--- config.mk ---
export PLATFORM = sky130hd
export DESIGN_NAME = diffie_hellman_key_agreement_top
export DESIGN_NICKNAME = d
export VERILOG_FILES = /design/src/hw/rtl/dh_pkg.sv /design/src/hw/rtl/diffie_hellman_key_agreement_top.sv /design/src/hw/rtl/dh_modmul.sv /design/src/hw/rtl/dh_datapath.sv /design/src/hw/rtl/dh_ctrl.sv
export VERILOG_INCLUDE_DIRS = /design/src /design/src/hw/rtl
export SDC_FILE = /design/constraint.sdc
export NUM_CORES = 1
export LEC_CHECK = 0
export ABC_AREA = 1
export BUFFER_PORTS_ARGS = -buffer_cell sky130_fd_sc_hd__buf_2
export CORE_MARGIN = 3
export CORE_UTILIZATION = 45
export DETAILED_ROUTE_END_ITERATION = 12
export PLACE_DENSITY = 0.72
export SYNTH_ARGS = -nofsm -noshare
export SYNTH_HDL_FRONTEND = slang
export SYNTH_SLANG_ARGS = --single-unit
--- constraint.sdc ---
create_clock -name clk -period 5 [get_ports clk]
set_input_delay 1 -clock clk [delete_from_list [all_inputs] [get_ports clk]]
set_output_delay 1 -clock clk [all_outputs]
set_load 0.01 [all_outputs]
--- src/hw/rtl/diffie_hellman_key_agreement_top_assert.svh ---
// Assertion macros shared by the key agreement RTL.
`ifndef DIFFIE_HELLMAN_KEY_AGREEMENT_TOP_ASSERT_SVH
`define DIFFIE_HELLMAN_KEY_AGREEMENT_TOP_ASSERT_SVH

// Same-cycle implication under an active-low asynchronous reset.
`define DH_ASSERT_NOW(label, clk, rst_n, ante, cons) \
	label: assert property (@(posedge clk) disable iff (!(rst_n)) (ante) |-> (cons)) \
		else $error("dh assertion failed");

// Next-cycle implication under an active-low asynchronous reset.
`define DH_ASSERT_NEXT(label, clk, rst_n, ante, cons) \
	label: assert property (@(posedge clk) disable iff (!(rst_n)) (ante) |=> (cons)) \
		else $error("dh assertion failed");

`endif

--- src/hw/rtl/dh_pkg.sv ---
// Shared types, constants and command/status structs for the key agreement block.
package dh_pkg;

	localparam int WORD_BITS = 32;
	localparam int CNT_W     = $clog2(WORD_BITS);
	localparam int CFG_IDX_W = 1;

	typedef logic [WORD_BITS-1:0] word_t;
	typedef logic [CNT_W-1:0]     cnt_t;
	typedef logic [CFG_IDX_W-1:0] cfg_idx_t;

	localparam word_t MODULUS_RESET   = WORD_BITS'(23);
	localparam word_t GENERATOR_RESET = WORD_BITS'(5);

	localparam cfg_idx_t REG_MODULUS   = CFG_IDX_W'(0);
	localparam cfg_idx_t REG_GENERATOR = CFG_IDX_W'(1);

	typedef struct packed {
		word_t private_exponent;
		word_t peer_public;
	} in_t;

	typedef struct packed {
		word_t own_public;
		word_t shared_secret;
		logic  params_bad;
	} out_t;

	// Which modular product the shared multiplier works on.
	typedef enum logic [1:0] {
		OP_PUB,
		OP_SHR,
		OP_SQG,
		OP_SQP
	} op_t;

	typedef enum logic [2:0] {
		ST_IDLE,
		ST_REDUCE,
		ST_OP_START,
		ST_OP_WAIT,
		ST_FINISH
	} state_t;

	typedef struct packed {
		logic load;
		logic rem_step;
		logic mul_start;
		logic mul_write;
		logic result_load;
		op_t  op;
	} cmd_t;

	typedef struct packed {
		logic params_bad;
		logic exp_bit;
		logic last_bit;
		logic mul_done;
	} sts_t;

endpackage

--- src/hw/rtl/diffie_hellman_key_agreement_top.sv ---
// Top level of the Diffie-Hellman key agreement block: controller plus datapath.
//
//  channel | direction | handshake               | beat contents
//  --------+-----------+-------------------------+-----------------------------------------
//  in      | input     | in_valid / in_ready     | private_exponent, peer_public
//  out     | output    | out_valid / out_ready   | own_public, shared_secret, params_bad
//  cfg     | input     | cfg_write (no wait)     | cfg_index (0 modulus, 1 generator), cfg_data
//
// One item is worked at a time. For each of the 32 exponent bits the single shared serial
// modular multiplier forms the products with the two accumulators, skipped where the bit
// is clear, and the squares of the generator and peer powers; before that a restoring
// reduction brings the peer value below the modulus.
// A bad modulus or generator skips reduction and ladder; the result then has params_bad set.
// Reset brings the modulus to 23, the generator to 5 and clears out_valid (not result data).
// A finished result holds in the output register while the next input beat is taken;
// the block stalls in its final step only if that register is still full.
module diffie_hellman_key_agreement_top (
	input  logic             clk,
	input  logic             arst_n,
	input  logic             in_valid,
	output logic             in_ready,
	input  dh_pkg::in_t      in_data,
	output logic             out_valid,
	input  logic             out_ready,
	output dh_pkg::out_t     out_data,
	input  logic             cfg_write,
	input  dh_pkg::cfg_idx_t cfg_index,
	input  dh_pkg::word_t    cfg_data
);
	import dh_pkg::*;

	cmd_t cmd;
	sts_t sts;

	// Sequence the reduction and the square-and-multiply ladder; own both handshakes.
	dh_ctrl u_ctrl (
		.clk       (clk),
		.arst_n    (arst_n),
		.in_valid  (in_valid),
		.in_ready  (in_ready),
		.out_valid (out_valid),
		.out_ready (out_ready),
		.sts       (sts),
		.cmd       (cmd)
	);

	// Hold config, working values and the result register; config changes on cfg_write, the rest on commands only.
	dh_datapath u_datapath (
		.clk       (clk),
		.arst_n    (arst_n),
		.cfg_write (cfg_write),
		.cfg_index (cfg_index),
		.cfg_data  (cfg_data),
		.in_data   (in_data),
		.cmd       (cmd),
		.sts       (sts),
		.out_data  (out_data)
	);

endmodule

--- src/hw/rtl/dh_modmul.sv ---
// Serial modular multiplier: one multiplier bit per cycle by shift-and-add.
module dh_modmul (
	input  logic          clk,
	input  logic          arst_n,
	input  logic          start,
	input  dh_pkg::word_t a,
	input  dh_pkg::word_t b,
	input  dh_pkg::word_t m,
	output logic          done,
	output dh_pkg::word_t product
);
	import dh_pkg::*;

	word_t a_q;
	word_t b_q;
	word_t acc_q;
	cnt_t  cnt_q;
	logic  busy_q;
	logic  done_q;

	// (x + y) mod m for x, y below m.
	function automatic word_t add_mod(word_t x, word_t y, word_t mm);
		logic [WORD_BITS:0] sum;
		sum = {1'b0, x} + {1'b0, y};
		if (sum >= {1'b0, mm}) begin
			sum = sum - {1'b0, mm};
		end
		return sum[WORD_BITS-1:0];
	endfunction

	always_ff @(posedge clk or negedge arst_n) begin
		if (!arst_n) begin
			busy_q <= 1'b0;
			done_q <= 1'b0;
			cnt_q  <= '0;
		end else begin
			done_q <= 1'b0;
			if (start) begin
				busy_q <= 1'b1;
				cnt_q  <= '0;
			end else if (busy_q) begin
				cnt_q <= cnt_q + 1'b1;
				if (cnt_q == CNT_W'(WORD_BITS - 1)) begin
					busy_q <= 1'b0;
					done_q <= 1'b1;
				end
			end
		end
	end

	always_ff @(posedge clk) begin
		if (start) begin
			a_q   <= a;
			b_q   <= b;
			acc_q <= '0;
		end else if (busy_q) begin
			if (b_q[0]) begin
				acc_q <= add_mod(acc_q, a_q, m);
			end
			a_q <= add_mod(a_q, a_q, m);
			b_q <= b_q >> 1;
		end
	end

	assign done    = done_q;
	assign product = acc_q;

endmodule

--- src/hw/rtl/dh_datapath.sv ---
// Datapath: config registers, peer reduction, exponentiation state and result register.
module dh_datapath (
	input  logic             clk,
	input  logic             arst_n,
	input  logic             cfg_write,
	input  dh_pkg::cfg_idx_t cfg_index,
	input  dh_pkg::word_t    cfg_data,
	input  dh_pkg::in_t      in_data,
	input  dh_pkg::cmd_t     cmd,
	output dh_pkg::sts_t     sts,
	output dh_pkg::out_t     out_data
);
	import dh_pkg::*;

	word_t mod_q;
	word_t gen_q;
	word_t pub_q;
	word_t shr_q;
	word_t gpow_q;
	word_t ppow_q;
	word_t exp_q;
	word_t peer_sh_q;
	word_t rem_q;
	cnt_t  bit_cnt_q;
	logic  bad_q;
	out_t  res_q;

	word_t              mul_a;
	word_t              mul_b;
	word_t              product;
	logic               mul_done;
	logic [WORD_BITS:0] rem_shift;
	word_t              rem_next;

	always_ff @(posedge clk or negedge arst_n) begin
		if (!arst_n) begin
			mod_q <= MODULUS_RESET;
			gen_q <= GENERATOR_RESET;
		end else if (cfg_write) begin
			unique case (cfg_index)
				REG_MODULUS:   mod_q <= cfg_data;
				REG_GENERATOR: gen_q <= cfg_data;
				default: ;
			endcase
		end
	end

	// Restoring remainder step: bring in the next peer bit, subtract once.
	always_comb begin
		rem_shift = {rem_q, peer_sh_q[WORD_BITS-1]};
		if (rem_shift >= {1'b0, mod_q}) begin
			rem_shift = rem_shift - {1'b0, mod_q};
		end
		rem_next = rem_shift[WORD_BITS-1:0];
	end

	always_comb begin
		case (cmd.op)
			OP_PUB: begin
				mul_a = pub_q;
				mul_b = gpow_q;
			end
			OP_SHR: begin
				mul_a = shr_q;
				mul_b = ppow_q;
			end
			OP_SQG: begin
				mul_a = gpow_q;
				mul_b = gpow_q;
			end
			default: begin
				mul_a = ppow_q;
				mul_b = ppow_q;
			end
		endcase
	end

	dh_modmul u_modmul (
		.clk     (clk),
		.arst_n  (arst_n),
		.start   (cmd.mul_start),
		.a       (mul_a),
		.b       (mul_b),
		.m       (mod_q),
		.done    (mul_done),
		.product (product)
	);

	always_ff @(posedge clk or negedge arst_n) begin
		if (!arst_n) begin
			bit_cnt_q <= '0;
		end else if (cmd.load) begin
			bit_cnt_q <= '0;
		end else if (cmd.rem_step || (cmd.mul_write && cmd.op == OP_SQP)) begin
			bit_cnt_q <= bit_cnt_q + 1'b1;
		end
	end

	always_ff @(posedge clk) begin
		if (cmd.load) begin
			pub_q     <= WORD_BITS'(1);
			shr_q     <= WORD_BITS'(1);
			gpow_q    <= gen_q;
			exp_q     <= in_data.private_exponent;
			peer_sh_q <= in_data.peer_public;
			rem_q     <= '0;
			bad_q     <= sts.params_bad;
		end
		if (cmd.rem_step) begin
			rem_q     <= rem_next;
			peer_sh_q <= peer_sh_q << 1;
			if (bit_cnt_q == CNT_W'(WORD_BITS - 1)) begin
				ppow_q <= rem_next;
			end
		end
		if (cmd.mul_write) begin
			case (cmd.op)
				OP_PUB: pub_q  <= product;
				OP_SHR: shr_q  <= product;
				OP_SQG: gpow_q <= product;
				default: begin
					ppow_q <= product;
					exp_q  <= exp_q >> 1;
				end
			endcase
		end
		if (cmd.result_load) begin
			if (bad_q) begin
				res_q.own_public    <= '0;
				res_q.shared_secret <= '0;
				res_q.params_bad    <= 1'b1;
			end else begin
				res_q.own_public    <= pub_q;
				res_q.shared_secret <= shr_q;
				res_q.params_bad    <= 1'b0;
			end
		end
	end

	assign sts.params_bad = (mod_q < WORD_BITS'(2)) || (gen_q >= mod_q);
	assign sts.exp_bit    = exp_q[0];
	assign sts.last_bit   = (bit_cnt_q == CNT_W'(WORD_BITS - 1));
	assign sts.mul_done   = mul_done;
	assign out_data       = res_q;

endmodule

--- src/hw/rtl/dh_ctrl.sv ---
// Controller: sequences reduction, products and squarings, and owns the handshakes.
`include "diffie_hellman_key_agreement_top_assert.svh"

module dh_ctrl (
	input  logic         clk,
	input  logic         arst_n,
	input  logic         in_valid,
	output logic         in_ready,
	output logic         out_valid,
	input  logic         out_ready,
	input  dh_pkg::sts_t sts,
	output dh_pkg::cmd_t cmd
);
	import dh_pkg::*;

	state_t state_q;
	state_t state_d;
	op_t    op_q;
	op_t    op_d;
	logic   out_valid_q;
	logic   skip;
	logic   out_free;

	function automatic op_t next_op(op_t op);
		unique case (op)
			OP_PUB:  return OP_SHR;
			OP_SHR:  return OP_SQG;
			OP_SQG:  return OP_SQP;
			default: return OP_PUB;
		endcase
	endfunction

	// Drop the accumulator products when the current exponent bit is clear.
	assign skip     = (op_q == OP_PUB || op_q == OP_SHR) && !sts.exp_bit;
	assign out_free = !out_valid_q || out_ready;

	always_comb begin
		state_d = state_q;
		op_d    = op_q;
		unique case (state_q)
			ST_IDLE: begin
				if (in_valid) begin
					state_d = sts.params_bad ? ST_FINISH : ST_REDUCE;
				end
			end
			ST_REDUCE: begin
				if (sts.last_bit) begin
					state_d = ST_OP_START;
					op_d    = OP_PUB;
				end
			end
			ST_OP_START: begin
				if (skip) begin
					op_d = next_op(op_q);
				end else begin
					state_d = ST_OP_WAIT;
				end
			end
			ST_OP_WAIT: begin
				if (sts.mul_done) begin
					op_d = next_op(op_q);
					if (op_q == OP_SQP && sts.last_bit) begin
						state_d = ST_FINISH;
					end else begin
						state_d = ST_OP_START;
					end
				end
			end
			ST_FINISH: begin
				if (out_free) begin
					state_d = ST_IDLE;
				end
			end
			default: state_d = ST_IDLE;
		endcase
	end

	always_comb begin
		cmd.load        = (state_q == ST_IDLE) && in_valid;
		cmd.rem_step    = (state_q == ST_REDUCE);
		cmd.mul_start   = (state_q == ST_OP_START) && !skip;
		cmd.mul_write   = (state_q == ST_OP_WAIT) && sts.mul_done;
		cmd.result_load = (state_q == ST_FINISH) && out_free;
		cmd.op          = op_q;
		in_ready        = (state_q == ST_IDLE);
	end

	always_ff @(posedge clk or negedge arst_n) begin
		if (!arst_n) begin
			state_q     <= ST_IDLE;
			op_q        <= OP_PUB;
			out_valid_q <= 1'b0;
		end else begin
			state_q <= state_d;
			op_q    <= op_d;
			if (cmd.result_load) begin
				out_valid_q <= 1'b1;
			end else if (out_ready) begin
				out_valid_q <= 1'b0;
			end
		end
	end

	assign out_valid = out_valid_q;

	`DH_ASSERT_NOW(a_no_result_overwrite, clk, arst_n, cmd.result_load, !out_valid_q || out_ready)
	`DH_ASSERT_NOW(a_done_only_waiting, clk, arst_n, sts.mul_done, state_q == ST_OP_WAIT)
	`DH_ASSERT_NEXT(a_bad_params_skip, clk, arst_n, in_valid && in_ready && sts.params_bad, state_q == ST_FINISH)
	`DH_ASSERT_NEXT(a_start_then_wait, clk, arst_n, cmd.mul_start, state_q == ST_OP_WAIT && !sts.mul_done)

endmodule
==> flow_summary.json <==
{
  "status": "finished clean",
  "viasPerCell": 5.52,
  "grt_pass1_wl_um": 162000,
  "async_flop_share": 0.175,
  "synth_xor_area_frac": 0.0182,
  "ir_worst_vdd_v": 0.000270,
  "seqPwrFrac": 0.303,
  "antenna_left": 0,
  "end_kind": "flip-flop",
  "num-nets-final": 4725,
  "fin_tns_setup_ps": 0,
  "finalWirelength_um": 108000,
  "synth_flop_cell": "edfxtp_1",
  "synthesis.nets": 4616,
  "die-area_sq_um": 71700,
  "r2r_setup_slack_ps": 640,
  "yosysSeqAreaShare": 0.380,
  "drv_slew": 0,
  "area_growth_pct": 10.8,
  "finalPower_mw": 15.7,
  "netlist_area_sq_um": 30800,
  "grt_pass1_vias": 26900,
  "reg2reg_depth": 22,
  "ys_types": 52,
  "drcViolationCount": 0,
  "final.min_clock_period_ps": 4360,
  "finalCritPeriodShare": 0.873,
  "p_clk_frac": 0.256,
  "path_class": "reg2reg",
  "synth_edf_count": 193,
  "path_max_fanout": 32,
  "final_common_cell": "nand2_1",
  "synth-compound-area-share": 0.139,
  "synth_mux_area_frac": 0,
  "filler_cell_count": 6629,
  "yosys.area_share.simple": 0.289,
  "cp_top_family": "simple AND/OR/NAND/NOR gates",
  "internal_power_mw": 9.04,
  "post_cts_buffers": 0,
  "vias": 29700,
  "swShare": 0.424,
  "die_h_um": 268,
  "num_io_pins": 169,
  "port_buffers": 168,
  "cts_resized": 0,
  "initial_utilization": 0.457,
  "cts_max_path_buffers": 3,
  "path_common_cell": "nand2_1",
  "overflow": 0,
  "leakagePower_nw": 16.8,
  "min_path_type": "in2async",
  "place_congestion": 0.999,
  "combPwrFrac": 0.441,
  "path_cells": "ha_1 > nand2_1 > nor2_1 > inv_1 > nor3_1 > nand4_1 > nand3_1 > nand2_1 > nand2_1 > inv_1 > ha_1 > nand2_1 > nor2_2 > nand2_1 > nor3_2 > nand2_1 > nand3_1 > nand2_1 > nand2_4 > o21ai_0 > nand3_1 > a21oi_1",
  "avgSynthCellArea_sq_um": 7.10,
  "power_per_cell_area_nw_per_um2": 460,
  "first_iter_violations": 2962,
  "skew_ps": 40.0,
  "drv_cap": 0,
  "synth_adder_area_share": 0.0707,
  "path_buf_inv": 2,
  "clk_pin_slew_worst_paths_ps": 70,
  "wire_per_inst_um": 20.1,
  "cts_hold_buf": 0,
  "grt_max_degree": 134,
  "hpwlAfterDp_um": 83000,
  "critical_path.max_stage_delay_ps": 490,
  "rows": 95,
  "cts_tree": "yes",
  "slew_headroom": 0.168,
  "tightest_slew_ps": 1250,
  "synth_top_family_by_area": "simple AND/OR/NAND/NOR gates",
  "r2r-start": "u_datapath.u_modmul.a_q[13]",
  "antenna_found_initial": 6,
  "worstPathArrival_ps": 4820,
  "core_sq_um": 67500,
  "reg2reg_to": "u_datapath.u_modmul.product[20]",
  "die_w_um": 268,
  "ys_ff_latch": 468,
  "clock.fmax_mhz": 229,
  "layout_common_cells": "1196 x nand2_1, 618 x inv_1, 426 x nor2_1",
  "start_kind": "flip-flop",
  "root_buffer": "clkbuf_16",
  "required_ps": 5450,
  "postSynthCellCount": 4342,
  "grt_setup_unrepaired": "false",
  "finalSetupViolations": 0,
  "yosysWarningCount": 0,
  "clk-insertion-delay-late_ps": 620,
  "finalHoldViolCount": 0,
  "final_layout_size_suffix_gt1_frac": 0.0883,
  "clock-sinks": 468,
  "htreeDepth": 2,
  "globalRouteTotalUtil": 0.295,
  "cts_inserted_buffers": 51,
  "power_switching_mw": 6.66,
  "dr.pass1.iters": 6,
  "crit_slowest_cell": "edfxtp_1"
}
==> flip-flops by register name, indices dropped and copies added (netlist names), 2 cells and up <==
signal,cells
u_ctrl.op_q,2
u_datapath.rem_q,32
u_datapath.peer_sh_q,32
u_datapath.mod_q,32
u_datapath.gen_q,32
u_datapath.gpow_q,32
u_datapath.exp_q,32
u_datapath.shr_q,32
u_datapath.u_modmul.b_q,32
u_datapath.u_modmul.product,32
u_ctrl.state_q,3
u_datapath.u_modmul.a_q,32
u_datapath.pub_q,32
u_datapath.out_data,65
u_datapath.ppow_q,32
u_datapath.bit_cnt_q,5
u_datapath.u_modmul.cnt_q,5
==> kinds of logic after synthesis <==
family | after synthesis
simple gates | 2099
buf+inv | 797
compound gates | 742
flops | 468
fa+ha+maj | 172
xor+xnor | 64
==> how the worst max path moves through the flow <==
stage	from	endpoint	slack (ps)	depth (start not counted)
finish	u_datapath.u_modmul.a_q[13]	u_datapath.u_modmul.product[20]	640	22
floorplan	out_ready	u_datapath.out_data[0]	750	2
detailed placement	u_datapath.u_modmul.a_q[0]	u_datapath.u_modmul.product[18]	750	25
global route	u_datapath.u_modmul.a_q[13]	u_datapath.u_modmul.product[1]	360	24
global placement	u_datapath.u_modmul.a_q[0]	u_datapath.u_modmul.product[20]	740	24
CTS	u_datapath.u_modmul.a_q[0]	u_datapath.u_modmul.product[18]	730	25
==> final cells by class <==
type                            instances  area, sq um  area share
Multi-Input combinational cell       3077        16000       0.467
Sequential cell                       468        11700       0.343
Inverter                              637         2390      0.0700
Clock buffer                           71         1470      0.0429
Timing Repair Buffer                  216         1230      0.0359
Tap cell                              873         1090      0.0320
Clock inverter                         25          322     0.00941
Antenna cell                            3         7.51    0.000220
==> synth_stat cells, types with 4 or more instances <==
cell,instances,share of area
dfxtp_1,193,0.13
and2_1,5,0.0010
xnor2_1,32,0.0091
nand3_2,12,0.0039
o22ai_1,33,0.0067
buf_6,10,0.0037
a22o_1,30,0.0085
nand2_1,1199,0.15
o221ai_1,33,0.0094
nand2_2,20,0.0041
edfxtp_1,193,0.19
buf_2,34,0.0055
a21oi_1,218,0.035
xor2_1,32,0.0091
buf_1,6,0.00073
nor2_4,4,0.0015
nand3_1,256,0.042
nand3b_1,80,0.019
a21boi_0,5,0.0012
o211ai_1,34,0.0083
fa_1,4,0.0026
ha_1,168,0.068
o21bai_1,20,0.0049
nor2_2,16,0.0032
clkbuf_8,7,0.0031
inv_2,13,0.0016
nor3_1,25,0.0041
inv_1,619,0.075
dfrtp_1,76,0.062
a31oi_1,33,0.0067
o21ai_0,288,0.047
nand4_1,42,0.0085
nor2_1,428,0.052
nor4_1,5,0.0010
clkinv_1,5,0.00061
o21ai_1,21,0.0034
clkbuf_1,98,0.012
dfstp_2,6,0.0051
a21o_1,4,0.00097
a21oi_2,16,0.0045
==> per-layer routing <==
| metal | track usage | up-vias | part of all wire |
|---|---|---|---|
| li1 | - | 14400 | - |
| met1 | 0.417 | 13800 | 0.44 |
| met2 | 0.444 | 1235 | 0.42 |
| met3 | 0.0579 | 200 | 0.096 |
| met4 | 0.115 | 6 | 0.044 |
| met5 | 0 | - | 0.00038 |
==> power groups by stage <==
stage / sequential [mW] / combinational, mW / clock, mW
floorplan: 4.68 / 5.03 / 0
global placement: 4.80 / 6.73 / 0
detailed placement: 4.82 / 6.71 / 0
CTS: 4.74 / 6.77 / 4.06
global route: 4.79 / 7.74 / 4.19
finish: 4.76 / 6.93 / 4.01
==> per-stage QoR <==
stage,cell area (sq um),std cells,util,hold WS (ps),setup slack (ps)
3_3_place_gp,32400,5271,0.480,432,742
6_report,34200,5370,0.506,414,636
2_1_floorplan,30800,4342,-,423,752
5_1_grt,34200,5369,0.506,443,362
4_1_cts,34200,5367,0.506,408,728
3_5_place_dp,32400,5271,0.480,438,752
Note: power is estimated with default switching activity, not from simulation.
